## src/hw/rtl/assert_macros.svh

```systemverilog
// Assertion shorthands for the click probability block.
`ifndef ASSERT_MACROS_SVH
`define ASSERT_MACROS_SVH

`ifndef ASSERT_OFF
// same-cycle implication
`define ASSERT_IMP(label, clk, rst, ante, cons, msg) \
  label: assert property (@(posedge clk) disable iff (rst) (ante) |-> (cons)) \
    else $error(msg);
// next-cycle implication
`define ASSERT_NXT(label, clk, rst, ante, cons, msg) \
  label: assert property (@(posedge clk) disable iff (rst) (ante) |=> (cons)) \
    else $error(msg);
`else
`define ASSERT_IMP(label, clk, rst, ante, cons, msg)
`define ASSERT_NXT(label, clk, rst, ante, cons, msg)
`endif

`endif

```

## src/hw/rtl/dcp_pkg.sv

```systemverilog
package dcp_pkg;

  // probability format: unsigned Q1.31
  localparam int PROB_W = 32;
  localparam logic [PROB_W-1:0] PROB_ONE = 32'h8000_0000;

  localparam int MAX_DET_DEF = 64;

  // register file
  localparam int APB_AW = 4;
  localparam logic [1:0] REG_DET  = 2'd0;
  localparam logic [1:0] REG_EFF  = 2'd1;
  localparam logic [1:0] REG_DARK = 2'd2;

  // saturate a sum of two probabilities at 1.0
  function automatic logic [PROB_W-1:0] sat_one(input logic [PROB_W:0] s);
    return (s > {1'b0, PROB_ONE}) ? PROB_ONE : s[PROB_W-1:0];
  endfunction

  // clamp a register rate to 1.0
  function automatic logic [PROB_W-1:0] clamp_prob(input logic [PROB_W-1:0] v);
    return (v > PROB_ONE) ? PROB_ONE : v;
  endfunction

endpackage

```

## src/hw/rtl/dcp_div.sv

```systemverilog
// Restoring divider, one quotient bit per cycle.
module dcp_div #(
  parameter int DEN_W = 7
) (
  input  logic                       clk,
  input  logic                       rst,
  input  logic                       start,
  input  logic [dcp_pkg::PROB_W-1:0] num,
  input  logic [DEN_W-1:0]           den,
  output logic                       done,
  output logic [dcp_pkg::PROB_W-1:0] quo,
  output logic [DEN_W-1:0]           rem
);
  import dcp_pkg::*;

  localparam int CNT_W = $clog2(PROB_W);

  logic             busy;
  logic [CNT_W-1:0] cnt;
  logic [PROB_W-1:0] nreg;
  logic [DEN_W-1:0] dreg;
  logic [DEN_W:0]   trial;
  logic [DEN_W:0]   diff;

  assign trial = {rem, nreg[PROB_W-1]};
  assign diff  = trial - {1'b0, dreg};

  always_ff @(posedge clk) begin
    if (rst) begin
      busy <= 1'b0;
      done <= 1'b0;
    end else begin
      done <= 1'b0;
      if (start) begin
        busy <= 1'b1;
        cnt  <= CNT_W'(PROB_W - 1);
        nreg <= num;
        dreg <= den;
        rem  <= '0;
      end else if (busy) begin
        nreg <= nreg << 1;
        if (trial >= {1'b0, dreg}) begin
          rem <= diff[DEN_W-1:0];
          quo <= {quo[PROB_W-2:0], 1'b1};
        end else begin
          rem <= trial[DEN_W-1:0];
          quo <= {quo[PROB_W-2:0], 1'b0};
        end
        if (cnt == '0) begin
          busy <= 1'b0;
          done <= 1'b1;
        end else begin
          cnt <= cnt - 1'b1;
        end
      end
    end
  end

endmodule

```

## config.mk

```make
export PLATFORM = sky130hd
export DESIGN_NAME = dcp_div
export DESIGN_NICKNAME = d
export VERILOG_FILES = /design/src/hw/rtl/assert_macros.svh /design/src/hw/rtl/dcp_pkg.sv /design/src/hw/rtl/dcp_div.sv
export SDC_FILE = /design/constraint.sdc
export NUM_CORES = 1
export LEC_CHECK = 0
export BUFFER_PORTS_ARGS = -buffer_cell sky130_fd_sc_hd__buf_2
export CORE_ASPECT_RATIO = 1.1
export CORE_MARGIN = 4
export CORE_UTILIZATION = 57
export DETAILED_ROUTE_END_ITERATION = 8
export HOLD_SLACK_MARGIN = 0.12
export PLACE_DENSITY = 0.84
export SLEW_MARGIN = 20
export SYNTH_ARGS = -nofsm -noshare
export SYNTH_HDL_FRONTEND = slang
export SYNTH_SLANG_ARGS = --single-unit
```

## constraint.sdc

```tcl
create_clock -name clk -period 7.05 [get_ports clk]
set_input_delay 0.3525 -clock clk [delete_from_list [all_inputs] [get_ports clk]]
set_output_delay 0.3525 -clock clk [all_outputs]
set_load 0.005 [all_outputs]
```

After elaboration in Yosys (flattened, before gate mapping)
Cells that the tools add are included.
{"block": "classes", "n_addsub": 2, "n_lt_le_gt_ge": 1, "eq_ne": 1, "n_mux": 11, "n_bitwise": 3, "reduce_logical": 7}
{"operator": "2-to-1 mux 32 bit", "n": 2}
{"operator": "2-to-1 mux 7 bit", "n": 2}
{"operator": "2-to-1 mux 5 bit", "n": 2}
{"operator": "greater-or-equal comparator 8 x 7 -> 1 bit", "n": 1}
{"operator": "subtractor 7 bit", "n": 1}
{"operator": "AND reduction 3 bit", "n": 2}
{"operator": "zero test 5 bit", "n": 1}
{"operator": "2-to-1 mux 1 bit", "n": 5}
{"operator": "subtractor 5 x 1 -> 5 bit (second input constant)", "n": 1}
{"operator": "AND reduction 2 bit", "n": 2}
{"operator": "inverter 1 bit", "n": 3}
{"operator": "OR reduction 3 bit", "n": 1}
{"operator": "inequality test 2 bit (second input constant)", "n": 1}
{"operator": "nonzero test 2 bit", "n": 1}
{"block": "word_totals", "ff_bits": 85, "input_bits": 42, "elab_cells": 32}

Depth between registers and ports, before layout
Gate-level depths: netlist (run 1).
{"block": "logic_depth", "depth_word": 4, "depth_mapped": 8, "depth_no_buf": 8}

Worst setup path after synthesis (run 1)
OpenSTA, ideal clock, no wires.
{"block": "synth_timing", "path_kind": "input-to-reg", "startpoint": "input start", "endpoint": "register quo[0] in the netlist's numbering (enable)", "arrival_ps": 2943, "required_time_ps": 6581, "slack_ps": 3638, "stages": 2, "path_buffers": 1, "cell_sequence": "clkbuf_1 > nor3b_1"}
{"block": "synth_between", "elab_chain_len": 2}
{"item": "start, declared", "line_no": "dcp_div.sv:7", "rtl": "input logic start,"}
{"item": "inverter 1 bit (no line)"}
{"item": "AND reduction 3 bit (no line)"}
{"item": "end signal, assigned", "line_no": "dcp_div.sv:44", "rtl": "quo <= {quo[PROB_W-2:0], 1'b1};"}
{"item": "end signal, assigned", "line_no": "dcp_div.sv:47", "rtl": "quo <= {quo[PROB_W-2:0], 1'b0};"}
{"item": "end, declared", "line_no": "dcp_div.sv:11", "rtl": "output logic [dcp_pkg::PROB_W-1:0] quo,"}
No other way between the ends.
A chain may end at the register's enable or synchronous reset.

Worst setup path after layout (run 1)
{"block": "layout_timing", "startpoint": "register nreg[31]", "endpoint": "register rem[6] (data pin)"}
{"block": "layout_between", "elab_chain_len": 3, "elab_cells_between_ends": 4, "cone_classes": "1 x add/sub; 1 x order compare; 2 x mux"}
{"item": "start, declared", "line_no": "dcp_div.sv:20", "rtl": "logic [PROB_W-1:0] nreg;"}
{"item": "start signal, assigned", "line_no": "dcp_div.sv:37", "rtl": "nreg <= num;"}
{"item": "start signal, assigned", "line_no": "dcp_div.sv:41", "rtl": "nreg <= nreg << 1;"}
{"item": "subtractor 7 bit or greater-or-equal comparator 8 x 7 -> 1 bit (tied branches)", "line_no": "dcp_div.sv:26, dcp_div.sv:42"}
{"item": "2-to-1 mux 7 bit (*)", "line_no": "dcp_div.sv:42", "rtl": "if (trial >= {1'b0, dreg}) begin"}
{"item": "2-to-1 mux 7 bit (*)", "line_no": "dcp_div.sv:40", "rtl": "end else if (busy) begin"}
{"item": "end signal, assigned", "line_no": "dcp_div.sv:43", "rtl": "rem <= diff[DEN_W-1:0];"}
{"item": "end signal, assigned", "line_no": "dcp_div.sv:46", "rtl": "rem <= trial[DEN_W-1:0];"}
{"item": "end, declared", "line_no": "dcp_div.sv:12", "rtl": "output logic [DEN_W-1:0] rem"}
Mark *: on every way between the ends. The rest lies on a longest branch, timed or not. The select of a mux whose other input is x is not followed.

==> results of run 1 <==
-- synthesized netlist by cell type, types with 2 or more instances --
library cell	count
sky130_fd_sc_hd__o21ai_1	4
sky130_fd_sc_hd__nor2b_1	2
sky130_fd_sc_hd__inv_1	12
sky130_fd_sc_hd__mux2_2	19
sky130_fd_sc_hd__buf_2	3
sky130_fd_sc_hd__xnor2_1	4
sky130_fd_sc_hd__and2_1	2
sky130_fd_sc_hd__nor2_1	6
sky130_fd_sc_hd__dfxtp_1	2
sky130_fd_sc_hd__ha_1	9
sky130_fd_sc_hd__a211oi_1	4
sky130_fd_sc_hd__edfxtp_1	83
sky130_fd_sc_hd__and3_1	3
sky130_fd_sc_hd__mux2_1	13
sky130_fd_sc_hd__nand3_1	4
sky130_fd_sc_hd__nor3_1	7
sky130_fd_sc_hd__o21a_1	3
sky130_fd_sc_hd__nand2_1	4
sky130_fd_sc_hd__a21oi_1	7
-- stage by stage --
step           worst slack, ns  cell area, um^2
2_1_floorplan            3.638             3583
3_3_place_gp             4.534             4064
3_5_place_dp             4.443             4064
4_1_cts                  4.779             4238
5_1_grt                  4.672             4258
6_report                 4.784             4258
-- cells in the final DEF (no fill, tap or decap), types with 2 or more instances in the layout --
| cell | instances |
|---|---|
| sky130_fd_sc_hd__clkbuf_8 | 9 |
| sky130_fd_sc_hd__a21oi_1 | 7 |
| sky130_fd_sc_hd__a211oi_1 | 4 |
| sky130_fd_sc_hd__nor3_1 | 7 |
| sky130_fd_sc_hd__nand2_1 | 4 |
| sky130_fd_sc_hd__mux2_2 | 19 |
| sky130_fd_sc_hd__dfxtp_1 | 2 |
| sky130_fd_sc_hd__buf_2 | 81 |
| sky130_fd_sc_hd__and2_1 | 2 |
| sky130_fd_sc_hd__inv_1 | 12 |
| sky130_fd_sc_hd__and3_1 | 3 |
| sky130_fd_sc_hd__nor2b_1 | 2 |
| sky130_fd_sc_hd__o21ai_1 | 4 |
| sky130_fd_sc_hd__nand3_1 | 4 |
| sky130_fd_sc_hd__mux2_1 | 13 |
| sky130_fd_sc_hd__nor2_1 | 5 |
| sky130_fd_sc_hd__o21a_1 | 3 |
| sky130_fd_sc_hd__clkbuf_1 | 4 |
| sky130_fd_sc_hd__xnor2_1 | 4 |
| sky130_fd_sc_hd__edfxtp_1 | 83 |
| sky130_fd_sc_hd__ha_1 | 9 |
| sky130_fd_sc_hd__nor2_4 | 2 |
-- how the worst max path moves through the flow --
stage,to,slack [ns]
floorplan,quo[0],3.64
global placement,nreg[19],4.53
detailed placement,nreg[23],4.44
CTS,rem[6],4.78
global route,rem[1],4.67
finish,rem[6],4.78
-- logic make-up (layout without fill, tap and decap cells) --
kind of cell	after synthesis	in the layout	share of synthesized area (%)
AOI/OAI and AO/OA	28	28	5.796
muxes	33	33	10.34
adders and majority gates	10	10	3.701
buffers and inverters	19	111	2.758
and+or+nand+nor	37	37	5.762
DFF	85	85	70.67
xor gates and xnor gates	4	4	0.9776
-- sequential cells by signal, summed over array words and instances (netlist names) --
| signal | flops |
|---|---|
| cnt | 5 |
| busy | 1 |
| nreg | 32 |
| dreg | 7 |
| quo | 32 |
| rem | 7 |
| done | 1 |
-- report_power, final --
group | total, uW | internal (uW) | leakage (uW) | switching, uW
clock | 317 | 162 | 0.0000875 | 155
sequential | 596 | 585 | 0.000790 | 11.1
combinational | 127 | 59.8 | 0.000761 | 67.6
total | 1040 | 807 | 0.00164 | 234
-- final cells by class --
| cell class | instances | area (um^2) | area share (%) |
|---|---|---|---|
| timing repair buffer | 83 | 432.9 | 10.17 |
| inverter | 13 | 53.80 | 1.264 |
| clock buffer | 13 | 138.9 | 3.262 |
| multi-input combinational | 112 | 964.7 | 22.66 |
| clock inverter | 2 | 35.03 | 0.8228 |
| tap | 80 | 100.1 | 2.351 |
| sequential | 85 | 2532 | 59.48 |
-- per-layer routing --
metal  GRT usage, %  vias to the layer above  wire (um)
met2          27.98                       79       3187
met1          22.22                     1016       2725
met5              0                        -          0
li1               -                     1001          -
met4          7.105                        0         86
met3          4.900                        7        419
==> flow_summary.json, run 1 <==
{
  "reg2reg_setup_slack_ns": 4.78,
  "finalSetupTns_ns": 0,
  "route.detailed.drc": 0,
  "finalCritPeriodShare_pct": 32.14,
  "startpoint_type": "register",
  "route.final.wire_length_um": 6419,
  "total_congestion_overflow": 0,
  "cts_tree": "done",
  "cts.path.max_buffers": 2,
  "initial_antenna_violation_count": 0,
  "level_count_of_the_clock_h_tree": 3,
  "util_after_layout_pct": 69.17,
  "yosys.area.top_type_share_pct": 69.55,
  "layout.nets": 356,
  "vdd_drop_max_mv": 0.1409,
  "cp_max_fo": 7,
  "post-cts-setup-buffers": 0,
  "postSynth.asyncResetShare_pct": 0,
  "p_total_uw": 1041,
  "grt.total_usage_pct": 17.37,
  "final-hold-violation-count": 0,
  "cts.hold.buffers_added": 0,
  "cts-resized-gates": 0,
  "route.antenna.remaining_nets": 0,
  "synthesis.area_per_instance_um2": 16.59,
  "holdPathStages": 1,
  "route.vias.total": 2103,
  "grt_pass1_wl_um": 10080,
  "r2r_end": "rem[6]",
  "grt_pass1_vias": 2058,
  "required_ns": 7.15,
  "p_leak_uw": 0.001639,
  "finalSetupViolCount": 0,
  "cell_count_post_placement": 372,
  "skew_ns": 0.005701,
  "syn-cell-area_um2": 3583,
  "area_growth_pct": 18.82,
  "synth.largest_area_cell": "sky130_fd_sc_hd__edfxtp_1",
  "numCtsBuffers": 9,
  "timing.critical_path.depth": 8,
  "timing.max_cap.violations": 0,
  "die_h_um": 91.16,
  "numPortBuffers": 81,
  "slowest_cell_delay_on_critical_path_ns": 0.42,
  "part_of_the_yosys_area_used_for_sequential_elements_pct": 70.67,
  "crit_slowest_cell": "sky130_fd_sc_hd__fa_1",
  "layout_min_cycle_time_ns": 2.266,
  "detail_route.first_pass.iterations": 4,
  "clkLatencyLatePin_ns": 0.34,
  "weighted_congestion_reported_at_the_end_of_routability_driven_placement": 0.7920,
  "synth_enable_flop_cells": 83,
  "worst_setup_hold_path_clk_slew_ns": 0.07,
  "horiz_die_dim_um": 83.60,
  "synth.net_count": 268,
  "cts_root_buffer": "sky130_fd_sc_hd__clkbuf_8",
  "critPathArrivalTime_ns": 2.37,
  "max-slew-margin-rel_pct": 40.19,
  "rows": 30,
  "max_clock_freq_mhz": 441.3,
  "end_kind": "register",
  "synth_top_cells_by_area": "sky130_fd_sc_hd__edfxtp_1 (70%), sky130_fd_sc_hd__mux2_2 (6.0%), sky130_fd_sc_hd__mux2_1 (4.1%)",
  "r2r_start": "nreg[31]",
  "yosys_register_bits": 85,
  "top_level_ports": 82,
  "n_fill_cell": 436,
  "floorplan.initialDensity_pct": 58.21,
  "route.detailed.vias_per_inst": 5.420,
  "setup_repair_after_global_routing_missed_its_margin": "no",
  "antennaDiodeCount": 0,
  "netlist_instances": 216,
  "startpoint": "nreg[31]",
  "report.final.slew_viol_count": 0,
  "worst-r2r-cell-count": 8,
  "worstHoldEndpoint": "dreg[5]",
  "worst_hold_slack_ns": 0.1815,
  "status": "finished, final reports clean",
  "timing.critical_path.buf_inv": 1,
  "dp.final_hpwl_um": 4497,
  "power_density_nw_per_um2": 244.5,
  "die_area_um2": 7621,
  "crit_chain": "inv_1 -> ha_1 -> fa_1 -> nand2b_1 -> o2bb2ai_2 -> a31o_4 -> and3_4 -> o21a_1",
  "synthesis.yosys.warnings": 0,
  "avgRoutedWirePerCell_um": 16.54,
  "worst-slew-pin-transition_ns": 0.8972,
  "drive_gt1_share_pct": 40.26,
  "maximum_number_of_pins_on_one_net_before_global_route_repair": 42,
  "dr.first_iter.drc_count": 130,
  "cts_sinks": 85,
  "path_class": "reg -> reg",
  "hold_path_startpoint": "den[5]",
  "synth_cell_type_count": 44,
  "fin_cells": 388,
  "hold_crit_class": "in -> reg",
  "placeableCoreArea_um2": 6156,
  "ys.flop_type": "sky130_fd_sc_hd__edfxtp_1",
  "cp_top_family": "adder cells"
}
(Power assumes the default switching activity.)
==> run 2, diff against run 1 <==
Settings changed: CORE_UTILIZATION 57 to 53, PLACE_DENSITY 0.84 to 0.79.
Clock period 7.05 ns to 2.4 ns, I/O delays scaled along.
==> flow_summary.json, run 2 (same netlist as run 1, synthesis figures left out) <==
{
  "grt_pass1_wl_um": 10910,
  "total_congestion_overflow": 0,
  "skew_ns": 0.007423,
  "drive_gt1_share_pct": 37.14,
  "cts-resized-gates": 0,
  "level_count_of_the_clock_h_tree": 3,
  "postLayoutCellArea_um2": 4674,
  "cp_max_fo": 7,
  "route.detailed.vias_per_inst": 5.199,
  "route.antenna.remaining_nets": 0,
  "dr.first_iter.drc_count": 96,
  "dp.final_hpwl_um": 4504,
  "fin_cells": 432,
  "timing.max_cap.violations": 0,
  "timing.critical_path.buf_inv": 1,
  "hold_crit_class": "in -> reg",
  "most_frequent_cells_in_the_layout": "sky130_fd_sc_hd__edfxtp_1 (83), sky130_fd_sc_hd__buf_2 (81), sky130_fd_sc_hd__dlygate4sd3_1 (40)",
  "route.detailed.drc": 0,
  "grt_pass1_vias": 2276,
  "sw_frac_of_total_pct": 24.48,
  "layout_setup_ws_ns": 0.2056,
  "critPathArrivalTime_ns": 2.30,
  "final-seq-area_um2": 2532,
  "p_total_uw": 3070,
  "path_class": "reg -> reg",
  "detail_route.first_pass.iterations": 4,
  "numCtsBuffers": 9,
  "crit_chain": "inv_1 -> ha_1 -> fa_1 -> nand2b_1 -> o2bb2ai_2 -> a31o_4 -> and3_4 -> o21a_1",
  "die_area_um2": 8142,
  "startpoint_type": "register",
  "cts.path.max_buffers": 2,
  "top_level_ports": 82,
  "status": "finished, final reports clean",
  "area_growth_pct": 30.45,
  "slowest_cell_delay_on_critical_path_ns": 0.40,
  "cts_tree": "done",
  "report.final.slew_viol_count": 0,
  "numPortBuffers": 81,
  "timing.critical_path.depth": 8,
  "n_fill_cell": 466,
  "end_kind": "register",
  "grt.total_usage_pct": 17.66,
  "worst_setup_hold_path_clk_slew_ns": 0.09,
  "cts_root_buffer": "sky130_fd_sc_hd__clkbuf_8",
  "antennaDiodeCount": 0,
  "multiInputGateArea_um2": 970.9,
  "rows": 31,
  "finalSetupViolCount": 0,
  "placeableCoreArea_um2": 6594,
  "cell_internal_pwr_uw": 2318,
  "worst-slew-pin-transition_ns": 0.7395,
  "finalSetupTns_ns": 0,
  "maximum_number_of_pins_on_one_net_before_global_route_repair": 40,
  "cp_top_family": "compound AO/OA/AOI/OAI gates",
  "horiz_die_dim_um": 86.40,
  "floorplan.initialDensity_pct": 54.35,
  "layout_min_cycle_time_ns": 2.194,
  "clkLatencyLatePin_ns": 0.34,
  "detailedPlace.worstSlack_ns": 0.2068,
  "comb_power_share_pct": 13.8,
  "power_density_nw_per_um2": 656.7,
  "clock_power_share_pct": 29.2,
  "p_leak_uw": 0.001819,
  "layout.nets": 397,
  "post_dp_cell_area_um2": 4100,
  "p_seq_share_pct": 57.1,
  "setup_repair_after_global_routing_missed_its_margin": "no",
  "cts_sinks": 85,
  "worst-r2r-cell-count": 8,
  "finalCritPeriodShare_pct": 91.43,
  "holdPathStages": 3,
  "most_frequent_standard_cell_in_the_layout_excluding_fill_and_tap_cells": "sky130_fd_sc_hd__edfxtp_1",
  "initial_antenna_violation_count": 0,
  "crit_slowest_cell": "sky130_fd_sc_hd__fa_1",
  "route.final.wire_length_um": 6652,
  "avgRoutedWirePerCell_um": 15.40,
  "cell_count_post_placement": 376,
  "max_clock_freq_mhz": 455.7,
  "power.net_switching_uw": 751.6,
  "vdd_drop_max_mv": 0.4290,
  "required_ns": 2.50,
  "final-hold-violation-count": 0,
  "die_h_um": 94.24,
  "weighted_congestion_reported_at_the_end_of_routability_driven_placement": 0.8376,
  "route.vias.total": 2246,
  "top_regs": "nreg (32), quo (32)",
  "max-slew-margin-rel_pct": 50.40
}
[run 2: cell count changes in the layout (fill, tap and decap cells not counted), sizes merged]
cell / before / now
clkinv: 1 / 5
dlygate4sd3: 0 / 40
buf: 83 / 84
clkbuf: 13 / 9
bufinv: 1 / 0
inv: 13 / 15
[run 2: final cells by class]
type	count	area share (%)
Clock buffer	9	2.650
Sequential cell	85	54.18
Inverter	13	1.151
Multi-Input combinational cell	112	20.77
Timing Repair Buffer	124	17.99
Tap cell	82	2.195
Clock inverter	7	1.071
[run 2: what timing repair did]
action	4_1_cts	5_1_grt
setup buffers	0	0
hold buffers	40	0
endpoints found under the hold margin	40	0
[run 2: routing by layer]
| metal | global-route usage, % | up-vias | share of wire (%) |
|---|---|---|---|
| li1 | - | 1086 | - |
| met4 | 7.662 | 0 | 1.4 |
| met3 | 4.298 | 8 | 6.7 |
| met1 | 21.81 | 1080 | 42 |
| met2 | 29.40 | 72 | 50 |
| met5 | 0 | - | 0 |
[run 2: metrics by stage]
step,hold WS (ns),utilization (%)
after floorplan,0.1928,-
after global placement,0.2973,62.18
after detailed placement,0.2981,62.18
after CTS,0.3283,70.89
after global routing,0.3623,70.89
final,0.3435,70.89
[run 2: final timing paths]
kind / startpoint / to / slack [ns]
worst max register to register: nreg[31] / rem[6] / 0.21
worst max-delay path: nreg[31] / rem[6] / 0.21
worst min-delay path: start / busy / 0.34
worst min register to register: quo[9] / quo[10] / 0.45
[run 2: power groups by stage]
stage	sequential, uW	clock, uW	combinational [uW]
6_report	1750	895	423
3_3_place_gp	1780	0	361
5_1_grt	1760	993	468
3_5_place_dp	1790	0	368
2_1_floorplan	1780	0	258
4_1_cts	1750	928	423
[run 2: worst min-delay path, cell delays in order]
cell                       delay [ns]
sky130_fd_sc_hd__buf_2           0.27
sky130_fd_sc_hd__inv_6           0.16
sky130_fd_sc_hd__a211oi_1        0.07
==> run 3, diff against run 2 <==
Settings changed: CORE_UTILIZATION 53 to 56, CTS_BUF_LIST set to sky130_fd_sc_hd__clkbuf_4 sky130_fd_sc_hd__clkbuf_8, GPL_ROUTABILITY_DRIVEN set to 0, PLACE_DENSITY 0.79 to 0.82, SETUP_SLACK_MARGIN set to 0.15.
==> flow_summary.json, run 3 (same netlist as run 1, synthesis figures left out) <==
{
  "status": "finished, final reports clean",
  "vdd_drop_max_mv": 0.4480,
  "level_count_of_the_clock_h_tree": 3,
  "max-slew-margin-rel_pct": 46.62,
  "route.final.wire_length_um": 7310,
  "top_regs": "nreg (32), quo (32)",
  "fin_cells": 431,
  "cell_count_post_placement": 375,
  "cell_internal_pwr_uw": 2534,
  "cts.path.max_buffers": 2,
  "max_clock_freq_mhz": 461.4,
  "timing.critical_path.buf_inv": 1,
  "avgRoutedWirePerCell_um": 16.96,
  "most_frequent_cells_in_the_layout": "sky130_fd_sc_hd__edfxtp_1 (83), sky130_fd_sc_hd__buf_2 (81), sky130_fd_sc_hd__dlygate4sd3_1 (40)",
  "clkLatencyLatePin_ns": 0.33,
  "die_h_um": 91.90,
  "route.detailed.drc": 0,
  "startpoint_type": "register",
  "postLayoutCellArea_um2": 4746,
  "end_kind": "register",
  "finalSetupTns_ns": 0,
  "sw_frac_of_total_pct": 22.38,
  "hold_crit_class": "in -> reg",
  "p_seq_share_pct": 53.7,
  "route.detailed.vias_per_inst": 5.223,
  "grt.total_usage_pct": 19.71,
  "skew_ns": 0.003446,
  "finalSetupViolCount": 0,
  "slowest_cell_delay_on_critical_path_ns": 0.37,
  "numPortBuffers": 81,
  "drive_gt1_share_pct": 37.32,
  "floorplan.initialDensity_pct": 57.86,
  "horiz_die_dim_um": 84.27,
  "most_frequent_standard_cell_in_the_layout_excluding_fill_and_tap_cells": "sky130_fd_sc_hd__edfxtp_1",
  "layout_min_cycle_time_ns": 2.167,
  "finalCritPeriodShare_pct": 90.31,
  "report.final.slew_viol_count": 0,
  "setup_repair_after_global_routing_missed_its_margin": "no",
  "cts_root_buffer": "sky130_fd_sc_hd__clkbuf_8",
  "timing.critical_path.depth": 8,
  "route.antenna.remaining_nets": 0,
  "worst_setup_hold_path_clk_slew_ns": 0.08,
  "total_congestion_overflow": 0,
  "grt_pass1_wl_um": 11620,
  "cp_top_family": "compound AO/OA/AOI/OAI gates",
  "p_leak_uw": 0.001848,
  "comb_power_share_pct": 13.7,
  "placeableCoreArea_um2": 6193,
  "layout_setup_ws_ns": 0.2327,
  "timing.max_cap.violations": 0,
  "path_class": "reg -> reg",
  "route.vias.total": 2251,
  "die_area_um2": 7744,
  "cp_max_fo": 7,
  "crit_slowest_cell": "sky130_fd_sc_hd__fa_2",
  "worst_hold_slack_ns": 0.2211,
  "dp.final_hpwl_um": 4597,
  "required_ns": 2.50,
  "power_density_nw_per_um2": 688.0,
  "final-hold-violation-count": 0,
  "detail_route.first_pass.iterations": 4,
  "rows": 30,
  "worst-slew-pin-transition_ns": 0.7958,
  "critPathArrivalTime_ns": 2.26,
  "initial_antenna_violation_count": 0,
  "cts_sinks": 85,
  "dr.first_iter.drc_count": 157,
  "holdPathStages": 3,
  "worst-r2r-cell-count": 8,
  "power.net_switching_uw": 730.8,
  "crit_chain": "inv_1 -> ha_1 -> fa_2 -> nand2b_4 -> o2bb2ai_4 -> a31o_4 -> and3_4 -> o21a_1",
  "antennaDiodeCount": 0,
  "cts_tree": "done",
  "top_level_ports": 82,
  "area_growth_pct": 32.44,
  "detailedPlace.worstSlack_ns": 0.2204,
  "layout.nets": 398,
  "post_dp_cell_area_um2": 4105,
  "numCtsBuffers": 9,
  "post-cts-setup-buffers": 0,
  "clock_power_share_pct": 32.7,
  "grt_pass1_vias": 2332,
  "maximum_number_of_pins_on_one_net_before_global_route_repair": 34
}
[run 3: cell count changes in the layout (fill, tap and decap cells not counted), sizes merged]
cell,before,now
clkbuf,9,10
clkinv,5,4
buf,84,85
bufinv,0,2
inv,15,13
[run 3: metrics by stage]
step	util, %	power, uW
final	76.63	3265
after global routing	76.63	3410
after CTS	76.12	3260
after detailed placement	66.28	2158
after global placement	66.28	2141
after floorplan	-	2037
[run 3: power by group through the flow]
| stage | Clock (uW) | Sequential (uW) | Combinational (uW) |
|---|---|---|---|
| after floorplan | 0 | 1780 | 258 |
| after global placement | 0 | 1780 | 359 |
| after detailed placement | 0 | 1790 | 372 |
| after CTS | 1080 | 1750 | 425 |
| after global routing | 1160 | 1760 | 492 |
| final | 1070 | 1750 | 446 |
[run 3: path summary, 6_finish.rpt]
kind,from,to,slack [ns]
max,nreg[31],rem[6],0.23
max reg2reg,nreg[31],rem[6],0.23
min reg2reg,quo[24],quo[25],0.45
min,start,busy,0.22
[run 3: cell type report]
type	instances	area, um^2
clock buffer	10	131.4
fill	383	1448
sequential	85	2532
multi-input combinational	112	1002
inverter	13	53.80
clock inverter	6	77.57
tap	80	100.1
timing repair buffer	125	848.3
[run 3: repair_timing]
action	in CTS	in global routing
hold buffers	40	0
setup endpoints to repair	0	4
gates resized for setup	0	4
hold endpoints to repair	40	0
[run 3: worst min-delay path, delay by kind of cell]
| family | cells | cell delay, ns |
|---|---|---|
| buffers and inverters | 2 | 0.30 |
| AOI/OAI and AO/OA | 1 | 0.07 |
[run 3: per-layer routing]
layer,wire length (um),part of all wire [%],global-route usage (%),up-vias
met5,0,0,0,-
met3,420,5.7,4.672,14
li1,-,-,-,1084
met4,155,2.1,7.909,0
met2,3759,51,33.75,68
met1,2975,41,24.00,1085
